[config.mk]
export PLATFORM = sky130hd
export DESIGN_NAME = gpos_queue
export DESIGN_NICKNAME = d
export VERILOG_FILES = /design/src/design/gpos_pkg.sv /design/src/design/gpos_queue.sv
export SDC_FILE = /design/constraint.sdc
export NUM_CORES = 1
export LEC_CHECK = 0
export BUFFER_PORTS_ARGS = -buffer_cell sky130_fd_sc_hd__buf_4
export CAP_MARGIN = 10
export CORE_ASPECT_RATIO = 1.75
export CORE_MARGIN = 2
export CORE_UTILIZATION = 45
export CTS_CLUSTER_DIAMETER = 200
export CTS_CLUSTER_SIZE = 25
export DETAILED_ROUTE_END_ITERATION = 16
export PLACE_DENSITY = 0.73
export SLEW_MARGIN = 20
export SYNTH_ARGS = -nofsm -noshare
export SYNTH_HDL_FRONTEND = slang
export SYNTH_SLANG_ARGS = --single-unit
[constraint.sdc]
create_clock -name clk -period 1.9 [get_ports clk]
set_clock_uncertainty 0.15 [all_clocks]
set_input_delay 0.095 -clock clk [delete_from_list [all_inputs] [get_ports clk]]
set_output_delay 0.095 -clock clk [all_outputs]
set_load 0.005 [all_outputs]
[src/design/gpos_pkg.sv]
// shared types, constants and register map for the grid position block
package gpos_pkg;

    localparam int CNT_W      = 8;
    localparam int COORD_W    = 16;
    localparam int CFG_IDX_W  = 4;
    localparam int CFG_DATA_W = COORD_W;
    localparam int DEN_W      = 2 * CNT_W;
    localparam int DIV_W      = COORD_W + DEN_W;
    localparam int PROD_W     = DEN_W + COORD_W + 2;
    localparam int NUM_W      = PROD_W + 2;
    localparam int DIV_STEPS  = COORD_W;
    localparam int LANES      = 2;

    localparam logic [CNT_W-1:0] MIN_COUNT = CNT_W'(2);

    localparam logic [CFG_IDX_W-1:0] REG_ROW_COUNT    = CFG_IDX_W'(0);
    localparam logic [CFG_IDX_W-1:0] REG_COL_COUNT    = CFG_IDX_W'(1);
    localparam logic [CFG_IDX_W-1:0] REG_ORIGIN_X     = CFG_IDX_W'(2);
    localparam logic [CFG_IDX_W-1:0] REG_ORIGIN_Y     = CFG_IDX_W'(3);
    localparam logic [CFG_IDX_W-1:0] REG_COL_CORNER_X = CFG_IDX_W'(4);
    localparam logic [CFG_IDX_W-1:0] REG_COL_CORNER_Y = CFG_IDX_W'(5);
    localparam logic [CFG_IDX_W-1:0] REG_ROW_CORNER_X = CFG_IDX_W'(6);
    localparam logic [CFG_IDX_W-1:0] REG_ROW_CORNER_Y = CFG_IDX_W'(7);

    typedef enum logic [1:0] {
        ST_OK      = 2'd0,
        ST_SMALL   = 2'd1,
        ST_OUTSIDE = 2'd2,
        ST_SAT     = 2'd3
    } status_t;

    typedef struct packed {
        logic [CNT_W-1:0]   row_count;
        logic [CNT_W-1:0]   col_count;
        logic [COORD_W-1:0] origin_x;
        logic [COORD_W-1:0] origin_y;
        logic [COORD_W-1:0] col_corner_x;
        logic [COORD_W-1:0] col_corner_y;
        logic [COORD_W-1:0] row_corner_x;
        logic [COORD_W-1:0] row_corner_y;
    } cfg_t;

    typedef struct packed {
        logic [CNT_W-1:0] cell_row;
        logic [CNT_W-1:0] cell_col;
        status_t          code;
    } item_t;

    typedef struct packed {
        logic full;
        logic empty;
    } queue_stat_t;

endpackage

[src/design/gpos_queue.sv]
// two-entry item queue between front and back
module gpos_queue
(
    input  logic                  clk,
    input  logic                  rst_n,
    input  logic                  push,
    input  gpos_pkg::item_t       push_item,
    input  logic                  pop,
    output gpos_pkg::item_t       head,
    output gpos_pkg::queue_stat_t q_stat
);

    gpos_pkg::item_t mem_reg [2];
    logic            wr_ptr_reg;
    logic            rd_ptr_reg;
    logic [1:0]      count_reg;
    logic [1:0]      count_next;
    logic            do_pop;

    assign do_pop = pop && (count_reg != 2'd0);

    always_comb
    begin
        count_next = count_reg;
        if (push && !do_pop)
            count_next = count_reg + 2'd1;
        else if (!push && do_pop)
            count_next = count_reg - 2'd1;
    end

    always_ff @(posedge clk)
    begin
        if (push)
            mem_reg[wr_ptr_reg] <= push_item;
    end

    always_ff @(posedge clk or negedge rst_n)
    begin
        if (!rst_n)
        begin
            wr_ptr_reg <= 1'b0;
            rd_ptr_reg <= 1'b0;
            count_reg  <= 2'd0;
        end
        else
        begin
            if (push)
                wr_ptr_reg <= !wr_ptr_reg;
            if (do_pop)
                rd_ptr_reg <= !rd_ptr_reg;
            count_reg <= count_next;
        end
    end

    assign head         = mem_reg[rd_ptr_reg];
    assign q_stat.full  = (count_reg == 2'd2);
    assign q_stat.empty = (count_reg == 2'd0);

endmodule

==> out/results.ini <==
[synth]
synth_commonest_cells = 36 x edfxtp_1, 9 x mux2_2, 9 x mux2_4
yosys.cell_count.top_type = edfxtp_1
synthesis.area_mm2 = 0.00154
synth.yosys.seq_area_share_pct = 76.9
synthTopCellsByArea = edfxtp_1 70%, mux2_4 8.8%, mux2_2 6.6%
syn_nets = 95
yosysTopAreaCellShare_pct = 70.4
yosysTopAreaCell = edfxtp_1
syn_inst = 72
ys_types = 13
synthFlopType = edfxtp_1
synth-seq-cells = 40
async_reset_ff_share_pct = 10.0
ys_warn_count = 0
synth.avg_cell_area_um2 = 21.3
synth_edf_count = 36

[setup_path]
required_ns = 1.65
critical_path_class = register to primary output
slowest_delay_ns = 0.50
arrival_ns = 1.47
cp-start-kind = register
cpLargestDelayFamily = flip-flops
critPathCaptureType = primary output
crit_fanout = 15
crit_chain = buf_12 -> mux2_2 -> buf_4
cp_num_buf_inv = 2
cp_slowest_cell = dfrtp_1

[pwr]
peakVddDrop_mv = 0.725
powerDensity_mw_per_mm2 = 1280
leakage_nw = 0.889

[die]
die_w_um = 48.2
coreArea_mm2 = 0.00333
die_area_mm2 = 0.00392
ioPinCount = 42
die_height_um = 81.3
start_util_pct = 46.2
rows = 28

[placed_design]
hpwlAfterDp_um = 1730
gp_congestion = 0.641
portBuffers = 41
place_ws_ns = 0.398

[final_layout]
area_delta_synth_final_pct = 44.3
drive_gt1_share_pct = 49.0
final_nets = 165
nFillCells = 254
antenna_cells = 0
seqCellArea_mm2 = 0.00118
largest_register_ffs = 36
multi_input_area_um2 = 327

[sta]
finalSetupTns_ns = 0
slew_headroom_pct = 81.7
fmax_mhz = 584
hold_violations = 0
period_needed_ns = 1.71
fin_ws_ns = 0.186
setup_viol = 0
tightestPinTransition_ns = 0.274
fin_crit_sh_pct = 90.2
final_max_slew_viol_count = 0
rsz0062_at_grt = false

[route]
vias = 861
finalWirelength_um = 2550
drt_pass1_iterations = 4
drt_iter0_markers = 21
postRouteAntennaNets = 0
post_drt_wl_per_cell_um = 13.5
drcViolationCount = 0
viasPerCell = 4.58

[cts]
cts_tree = yes
cts_buffer_depth = 2
cts_setup_buffers = 0
clk_pin_slew_ns = 0.07
ctsResizeCount = 0
holdBufCountCts = 21
cts_buffers = 5
clk_latency_ns = 0.28
cts_root_buf = clkbuf_8
htreeDepth = 2
cts.sinks = 40

[global_routing]
grt_pass1_wl_um = 3900
grt_pass1_vias = 901
grt_overflow = 0
antenna_found_initial = 0
grt_use_total_pct = 14.9
grt_max_degree = 16

[worst_hold_path]
hold_path_class = primary input to register

[job]
max_cap_violations = 0

[run_status]
status = completed

[power by group]
part           internal (mW)  leakage [nW]  switching (mW)  total (mW)
logic                  0.601         0.453           0.361       0.962
clock network          0.331        0.0515           0.256       0.587
registers               1.18         0.385          0.0984        1.28
[kinds of logic (layout without fill, tap and decap cells)]
family                   Yosys count  after routing  synth area share [%]
AO/OA/AOI/OAI                      1              1                 0.325
XOR/XNOR                           5              5                  2.85
adder cells (fa/ha/maj)            1              1                 0.814
buffers and inverters              2             73                  2.04
flip-flops                        40             40                  76.9
multiplexers                      18             18                  15.4
AND/OR/NAND/NOR                    5              5                  1.71
[per-layer routing]
layer	share of wire [%]	vias to the layer above	wire length, um	GRT usage (%)
met5	0	-	0	0
met4	1.9	0	48	6.49
met3	5.1	6	129	5.33
met2	59	30	1490	25.3
met1	34	412	878	15.6
li1	-	413	-	-
[tightest hold or removal path: stages]
cell     delay (ns)
buf_4          0.08
o21ai_1        0.09
xnor2_1        0.14
[worst paths after layout]
| check | startpoint | end | slack, ns | cells after the start |
|---|---|---|---|---|
| max reg2reg | count_reg[0] | count_reg[1] | 0.38 | 5 |
| max in group asynchronous | rst_n | count_reg[1] | 0.88 | 3 |
| min reg2reg | wr_ptr_reg | wr_ptr_reg | 0.38 | 1 |
| min | pop | rd_ptr_reg | 0.004 | 3 |
| max | rd_ptr_reg | head[1] | 0.19 | 3 |
| min in group asynchronous | rst_n | rd_ptr_reg | 0.55 | 3 |
[final cells by class]
cell class,count,area share [%]
clock buffers,8,4.51
multi-input cells,30,14.7
flip-flops and latches,40,53.3
well taps,45,2.54
repair buffers,65,24.9
[placed cells by master (no fill, tap or decap), drive strengths merged]
cell | Yosys | routed
buf | 2 | 44
edfxtp | 36 | 36
dlygate4sd3 | 0 | 21
mux2 | 18 | 18
clkbuf | 0 | 8
dfrtp | 4 | 4
xor2 | 3 | 3
nor2 | 2 | 2
xnor2 | 2 | 2
nor2b | 2 | 2
o21ai | 1 | 1
and2 | 1 | 1
ha | 1 | 1
[per-stage QoR]
step	hold WS (ns)	cells	cell area [um^2]	utilization [%]	power (mW)
global placement	-0.257	159	1910	57.3	2.20
finish	0.00404	188	2220	66.6	2.83
floorplan	-0.351	72	1540	-	1.84
detailed placement	-0.257	159	1910	57.3	2.24
global route	0.00997	188	2220	66.6	3.00
CTS	0.00169	188	2220	66.6	2.87
(Power assumes the default switching activity.)
