==> config.mk <==
export PLATFORM = sky130hd
export DESIGN_NAME = gpos_front
export DESIGN_NICKNAME = d
export VERILOG_FILES = /design/src/design/gpos_pkg.sv /design/src/design/gpos_front.sv
export SDC_FILE = /design/constraint.sdc
export NUM_CORES = 1
export LEC_CHECK = 0
export ABC_AREA = 1
export BUFFER_PORTS_ARGS = -buffer_cell sky130_fd_sc_hd__clkbuf_2
export CAP_MARGIN = 20
export CORE_AREA = 2 2 117 107
export CTS_CLUSTER_DIAMETER = 40
export DETAILED_ROUTE_END_ITERATION = 6
export DIE_AREA = 0 0 119 109
export MAX_ROUTING_LAYER = met4
export PLACE_DENSITY = 0.64
export SYNTH_ARGS = -nofsm -noshare
export SYNTH_HDL_FRONTEND = slang
export SYNTH_SLANG_ARGS = --single-unit
==> constraint.sdc <==
create_clock -name clk -period 1.65 [get_ports clk]
set_input_delay 0.33 -clock clk [delete_from_list [all_inputs] [get_ports clk]]
set_output_delay 0.33 -clock clk [all_outputs]
set_load 0.05 [all_outputs]
==> src/design/gpos_pkg.sv <==
// shared types, constants and register map for the grid position block
package gpos_pkg;

    localparam int CNT_W      = 8;
    localparam int COORD_W    = 16;
    localparam int CFG_IDX_W  = 4;
    localparam int CFG_DATA_W = COORD_W;
    localparam int DEN_W      = 2 * CNT_W;
    localparam int DIV_W      = COORD_W + DEN_W;
    localparam int PROD_W     = DEN_W + COORD_W + 2;
    localparam int NUM_W      = PROD_W + 2;
    localparam int DIV_STEPS  = COORD_W;
    localparam int LANES      = 2;

    localparam logic [CNT_W-1:0] MIN_COUNT = CNT_W'(2);

    localparam logic [CFG_IDX_W-1:0] REG_ROW_COUNT    = CFG_IDX_W'(0);
    localparam logic [CFG_IDX_W-1:0] REG_COL_COUNT    = CFG_IDX_W'(1);
    localparam logic [CFG_IDX_W-1:0] REG_ORIGIN_X     = CFG_IDX_W'(2);
    localparam logic [CFG_IDX_W-1:0] REG_ORIGIN_Y     = CFG_IDX_W'(3);
    localparam logic [CFG_IDX_W-1:0] REG_COL_CORNER_X = CFG_IDX_W'(4);
    localparam logic [CFG_IDX_W-1:0] REG_COL_CORNER_Y = CFG_IDX_W'(5);
    localparam logic [CFG_IDX_W-1:0] REG_ROW_CORNER_X = CFG_IDX_W'(6);
    localparam logic [CFG_IDX_W-1:0] REG_ROW_CORNER_Y = CFG_IDX_W'(7);

    typedef enum logic [1:0] {
        ST_OK      = 2'd0,
        ST_SMALL   = 2'd1,
        ST_OUTSIDE = 2'd2,
        ST_SAT     = 2'd3
    } status_t;

    typedef struct packed {
        logic [CNT_W-1:0]   row_count;
        logic [CNT_W-1:0]   col_count;
        logic [COORD_W-1:0] origin_x;
        logic [COORD_W-1:0] origin_y;
        logic [COORD_W-1:0] col_corner_x;
        logic [COORD_W-1:0] col_corner_y;
        logic [COORD_W-1:0] row_corner_x;
        logic [COORD_W-1:0] row_corner_y;
    } cfg_t;

    typedef struct packed {
        logic [CNT_W-1:0] cell_row;
        logic [CNT_W-1:0] cell_col;
        status_t          code;
    } item_t;

    typedef struct packed {
        logic full;
        logic empty;
    } queue_stat_t;

endpackage

==> src/design/gpos_front.sv <==
// front end: configuration registers, item accept and classification
module gpos_front
(
    input  logic                                clk,
    input  logic                                rst_n,
    input  logic                                start,
    input  logic [gpos_pkg::CNT_W-1:0]          cell_row,
    input  logic [gpos_pkg::CNT_W-1:0]          cell_col,
    input  logic                                cfg_we,
    input  logic [gpos_pkg::CFG_IDX_W-1:0]      cfg_index,
    input  logic [gpos_pkg::CFG_DATA_W-1:0]     cfg_data,
    input  gpos_pkg::queue_stat_t               q_stat,
    output logic                                busy,
    output logic                                push,
    output gpos_pkg::item_t                     push_item,
    output gpos_pkg::cfg_t                      cfg
);

    gpos_pkg::cfg_t cfg_reg;
    gpos_pkg::cfg_t cfg_next;

    always_comb
    begin
        cfg_next = cfg_reg;
        if (cfg_we)
        begin
            case (cfg_index)
                gpos_pkg::REG_ROW_COUNT:
                    cfg_next.row_count = cfg_data[gpos_pkg::CNT_W-1:0];
                gpos_pkg::REG_COL_COUNT:
                    cfg_next.col_count = cfg_data[gpos_pkg::CNT_W-1:0];
                gpos_pkg::REG_ORIGIN_X:     cfg_next.origin_x     = cfg_data;
                gpos_pkg::REG_ORIGIN_Y:     cfg_next.origin_y     = cfg_data;
                gpos_pkg::REG_COL_CORNER_X: cfg_next.col_corner_x = cfg_data;
                gpos_pkg::REG_COL_CORNER_Y: cfg_next.col_corner_y = cfg_data;
                gpos_pkg::REG_ROW_CORNER_X: cfg_next.row_corner_x = cfg_data;
                gpos_pkg::REG_ROW_CORNER_Y: cfg_next.row_corner_y = cfg_data;
                default: cfg_next = cfg_reg;
            endcase
        end
    end

    always_ff @(posedge clk or negedge rst_n)
    begin
        if (!rst_n)
        begin
            cfg_reg <= '{row_count:    gpos_pkg::MIN_COUNT,
                         col_count:    gpos_pkg::MIN_COUNT,
                         origin_x:     '0,
                         origin_y:     '0,
                         col_corner_x: '0,
                         col_corner_y: '0,
                         row_corner_x: '0,
                         row_corner_y: '0};
        end
        else
        begin
            cfg_reg <= cfg_next;
        end
    end

    // classify: grid too small first, then index outside grid
    always_comb
    begin
        push_item.cell_row = cell_row;
        push_item.cell_col = cell_col;
        if (cfg_reg.row_count < gpos_pkg::MIN_COUNT || cfg_reg.col_count < gpos_pkg::MIN_COUNT)
            push_item.code = gpos_pkg::ST_SMALL;
        else if (cell_row >= cfg_reg.row_count || cell_col >= cfg_reg.col_count)
            push_item.code = gpos_pkg::ST_OUTSIDE;
        else
            push_item.code = gpos_pkg::ST_OK;
    end

    assign busy = q_stat.full;
    assign push = start && !q_stat.full;
    assign cfg  = cfg_reg;

endmodule

==> out/metrics.yaml <==
timing:
  period_share: 1.32
  post-route-min-period_ns: 2.17
  max_freq_ghz: 0.461
  skew_ns: 0
  setup_viol_count_final: 2
  worstMarginPinSlew_ns: 0.395
  final_hold_viol_count: 0
  maxSlewViolCount: 0
  setup_ws_ns: -0.521
  grt_setup_unrepaired: "yes"
  fin_setup_tns_ns: -0.782
  slew_headroom: 0.736
critical_path:
  crit_fanout: 2
  cpMostUsedCell: "nand2_1"
  required_ns: 1.32
  crit_arrival_ns: 1.84
  r2r-end: "cfg[105]$_DFFE_PN1P_"
  r2r_slack_ns: 0.82
  cp-start-kind: "register"
  criticalPathCategory: "register to output port"
  reg2reg_from: "cfg[105]$_DFFE_PN1P_"
  critPathMaxStageDelay_ns: 0.54
  crit_chain: "inv_2, ha_4, nand2_2, nor2_1, nor2_1, nand2_1, nand2_1, nand2_1, nor2_2, nor2_4, buf_8"
  end_kind: "output port"
  reg2regPathDepth: 3
  slowest_stage: "dfstp_2"
min_path:
  holdPathStages: 3
  holdPathEnd: "cfg[12]$_DFFE_PN0P_"
  min_path_type: "input port to register"
  hp-start: "cfg_data[12]"
cts:
  cts_tree: "built"
  cts_buffers: 9
  cts_sinks: 112
  insertion_delay_ns: 0.34
  cts-root-buf: "clkbuf_16"
  post_cts_buffers: 0
  htreeDepth: 3
  path_clk_slew_ns: 0.07
  cts.path.max_buffers: 2
synth:
  post_synth_num_cell_types: 16
  yosys_warnings: 0
  synth_seq_cells: 112
  yosys.area_share.simple: 0.140
  synth_top_family_by_area: "simple AND/OR/NAND/NOR gates"
  synthAdderAreaFrac: 0.0434
  seq_area_frac_synth: 0.608
  syn-cell-area_mm2: 0.00462
  synth_xor_area_frac: 0
  synthesis.nets: 549
  syn_area_per_cell_um2: 9.40
  synthCells: 491
  synth-compound-area-share: 0.125
  synthMuxAreaShare: 0
outcome:
  violations: "setup timing"
  status: "finished with violations"
cells_and_area:
  largest_reg_flops: 112
  final_common_cell: "clkbuf_2"
  final_cell_mix: "clkbuf_2 (169), nand2_1 (139), o21ai_0 (110)"
  regArea_mm2: 0.00281
  multi_input_area_mm2: 0.00148
  diodes: 0
  drive_above_1_share: 0.349
  fillers: 1138
  nets: 732
  area.growth.synth_to_final_pct: 33.9
global_route:
  grt_first_pass_wirelength_um: 19700
  grt_pass1_vias: 3786
  grt_max_degree: 43
  grt-ovfl-total: 0
  track_usage: 0.202
  antenna_found_initial: 0
detailed_routing:
  detailroute.via_count: 3964
  ant_nets: 0
  vias_per_cell: 4.72
  wl_per_cell_um: 14.7
  drc: 0
  drtIter0Drc: 216
  first_pass_iters: 4
  routed_wl_um: 12300
placed_design:
  numPortBuffers: 172
  gp_congestion: 0.855
  dp_hpwl_um: 9010
die:
  io_pins: 174
  die_w_um: 119
  rows: 38
  start_util: 0.390
  die_h_um: 109
  core_mm2: 0.0118
  dieArea_mm2: 0.0130
power:
  p_leak_uw: 0.00338
  power_uw: 10200
  ir_worst_vdd_v: 0.000818
  powerDensity_mw_per_mm2: 1650
job:
  drv_cap: 0
## where the power goes
group | total (uW) | leakage [uW] | internal (uW) | switching (uW)
combinational | 4100 | 0.00180 | 983 | 3120
clock | 2500 | 0.000163 | 1490 | 1000
sequential | 3630 | 0.00142 | 3310 | 320
total | 10200 | 0.00338 | 5790 | 4440
## worst max-delay path by stage
stage | from | to | slack, ns | cells after the start
floorplan | cfg[105]$_DFFE_PN1P_ | push_item[1] | -0.34 | 8
global placement | cfg[97]$_DFFE_PN1P_ | push_item[1] | -0.30 | 11
detailed placement | cfg[97]$_DFFE_PN1P_ | push_item[1] | -0.32 | 11
CTS | cfg[97]$_DFFE_PN1P_ | push_item[1] | -0.55 | 11
global route | cfg[97]$_DFFE_PN1P_ | push_item[1] | -0.62 | 11
finish | cfg[97]$_DFFE_PN1P_ | push_item[1] | -0.52 | 11
## cell usage after synthesis
| master | instances | share of area |
|---|---|---|
| o21ai_1 | 2 | 0.0022 |
| o21ai_0 | 110 | 0.12 |
| nor2_1 | 12 | 0.0098 |
| o22ai_1 | 1 | 0.0014 |
| nand2_1 | 140 | 0.11 |
| nor2_2 | 1 | 0.0014 |
| inv_1 | 45 | 0.037 |
| nand3_1 | 8 | 0.0087 |
| ha_1 | 16 | 0.043 |
| buf_4 | 17 | 0.028 |
| dfstp_2 | 2 | 0.011 |
| clkbuf_1 | 9 | 0.0073 |
| dfrtp_1 | 110 | 0.60 |
| buf_2 | 11 | 0.012 |
| a21oi_1 | 2 | 0.0022 |
| nand4_1 | 5 | 0.0068 |
## metrics by stage
step	utilization	cells	worst slack, ns	hold WS (ns)	cell area (um^2)
5_1_grt	0.522	839	-0.621	0.351	6180
4_1_cts	0.522	839	-0.550	0.319	6180
3_5_place_dp	0.488	822	-0.323	0.250	5780
6_report	0.522	839	-0.521	0.330	6180
3_3_place_gp	0.488	822	-0.304	0.246	5780
2_1_floorplan	-	491	-0.338	0.0344	4640
## layout make-up
type                            instances  share of cell area
Sequential cell                       112               0.454
Timing Repair Buffer                  209               0.191
Clock buffer                           10              0.0370
Inverter                               45              0.0273
Clock inverter                          6              0.0186
Multi-Input combinational cell        297               0.239
Tap cell                              160              0.0324
## cell families (layout without fill, tap and decap cells)
kind of cell | Yosys count | in the layout
AOI/OAI and AO/OA | 115 | 115
DFF | 112 | 112
adders and majority gates | 16 | 16
and+or+nand+nor | 166 | 166
buffers and inverters | 82 | 270
## metal layers
layer,global-route usage,vias up,part of all wire
met5,-,-,0
met4,0.0629,0,0.0070
met3,0.0450,8,0.060
met2,0.321,133,0.47
met1,0.261,1892,0.46
li1,-,1931,-
## what timing repair did
| item | in CTS | in global routing |
|---|---|---|
| gates cloned | 0 | 0 |
| resized for setup | 7 | 2 |
| pin swaps | 5 | 4 |
| hold buffers | 1 | 0 |
| endpoints found under the hold margin | 18 | 0 |
| setup endpoints to repair | 2 | 2 |
## critical path: cells and delay by family (launching register included)
family        cells  cell delay (ns)
flops             1             0.54
simple gates      8             0.50
fa+ha+maj         1             0.26
buf+inv           2             0.20
(Power assumes the default switching activity.)
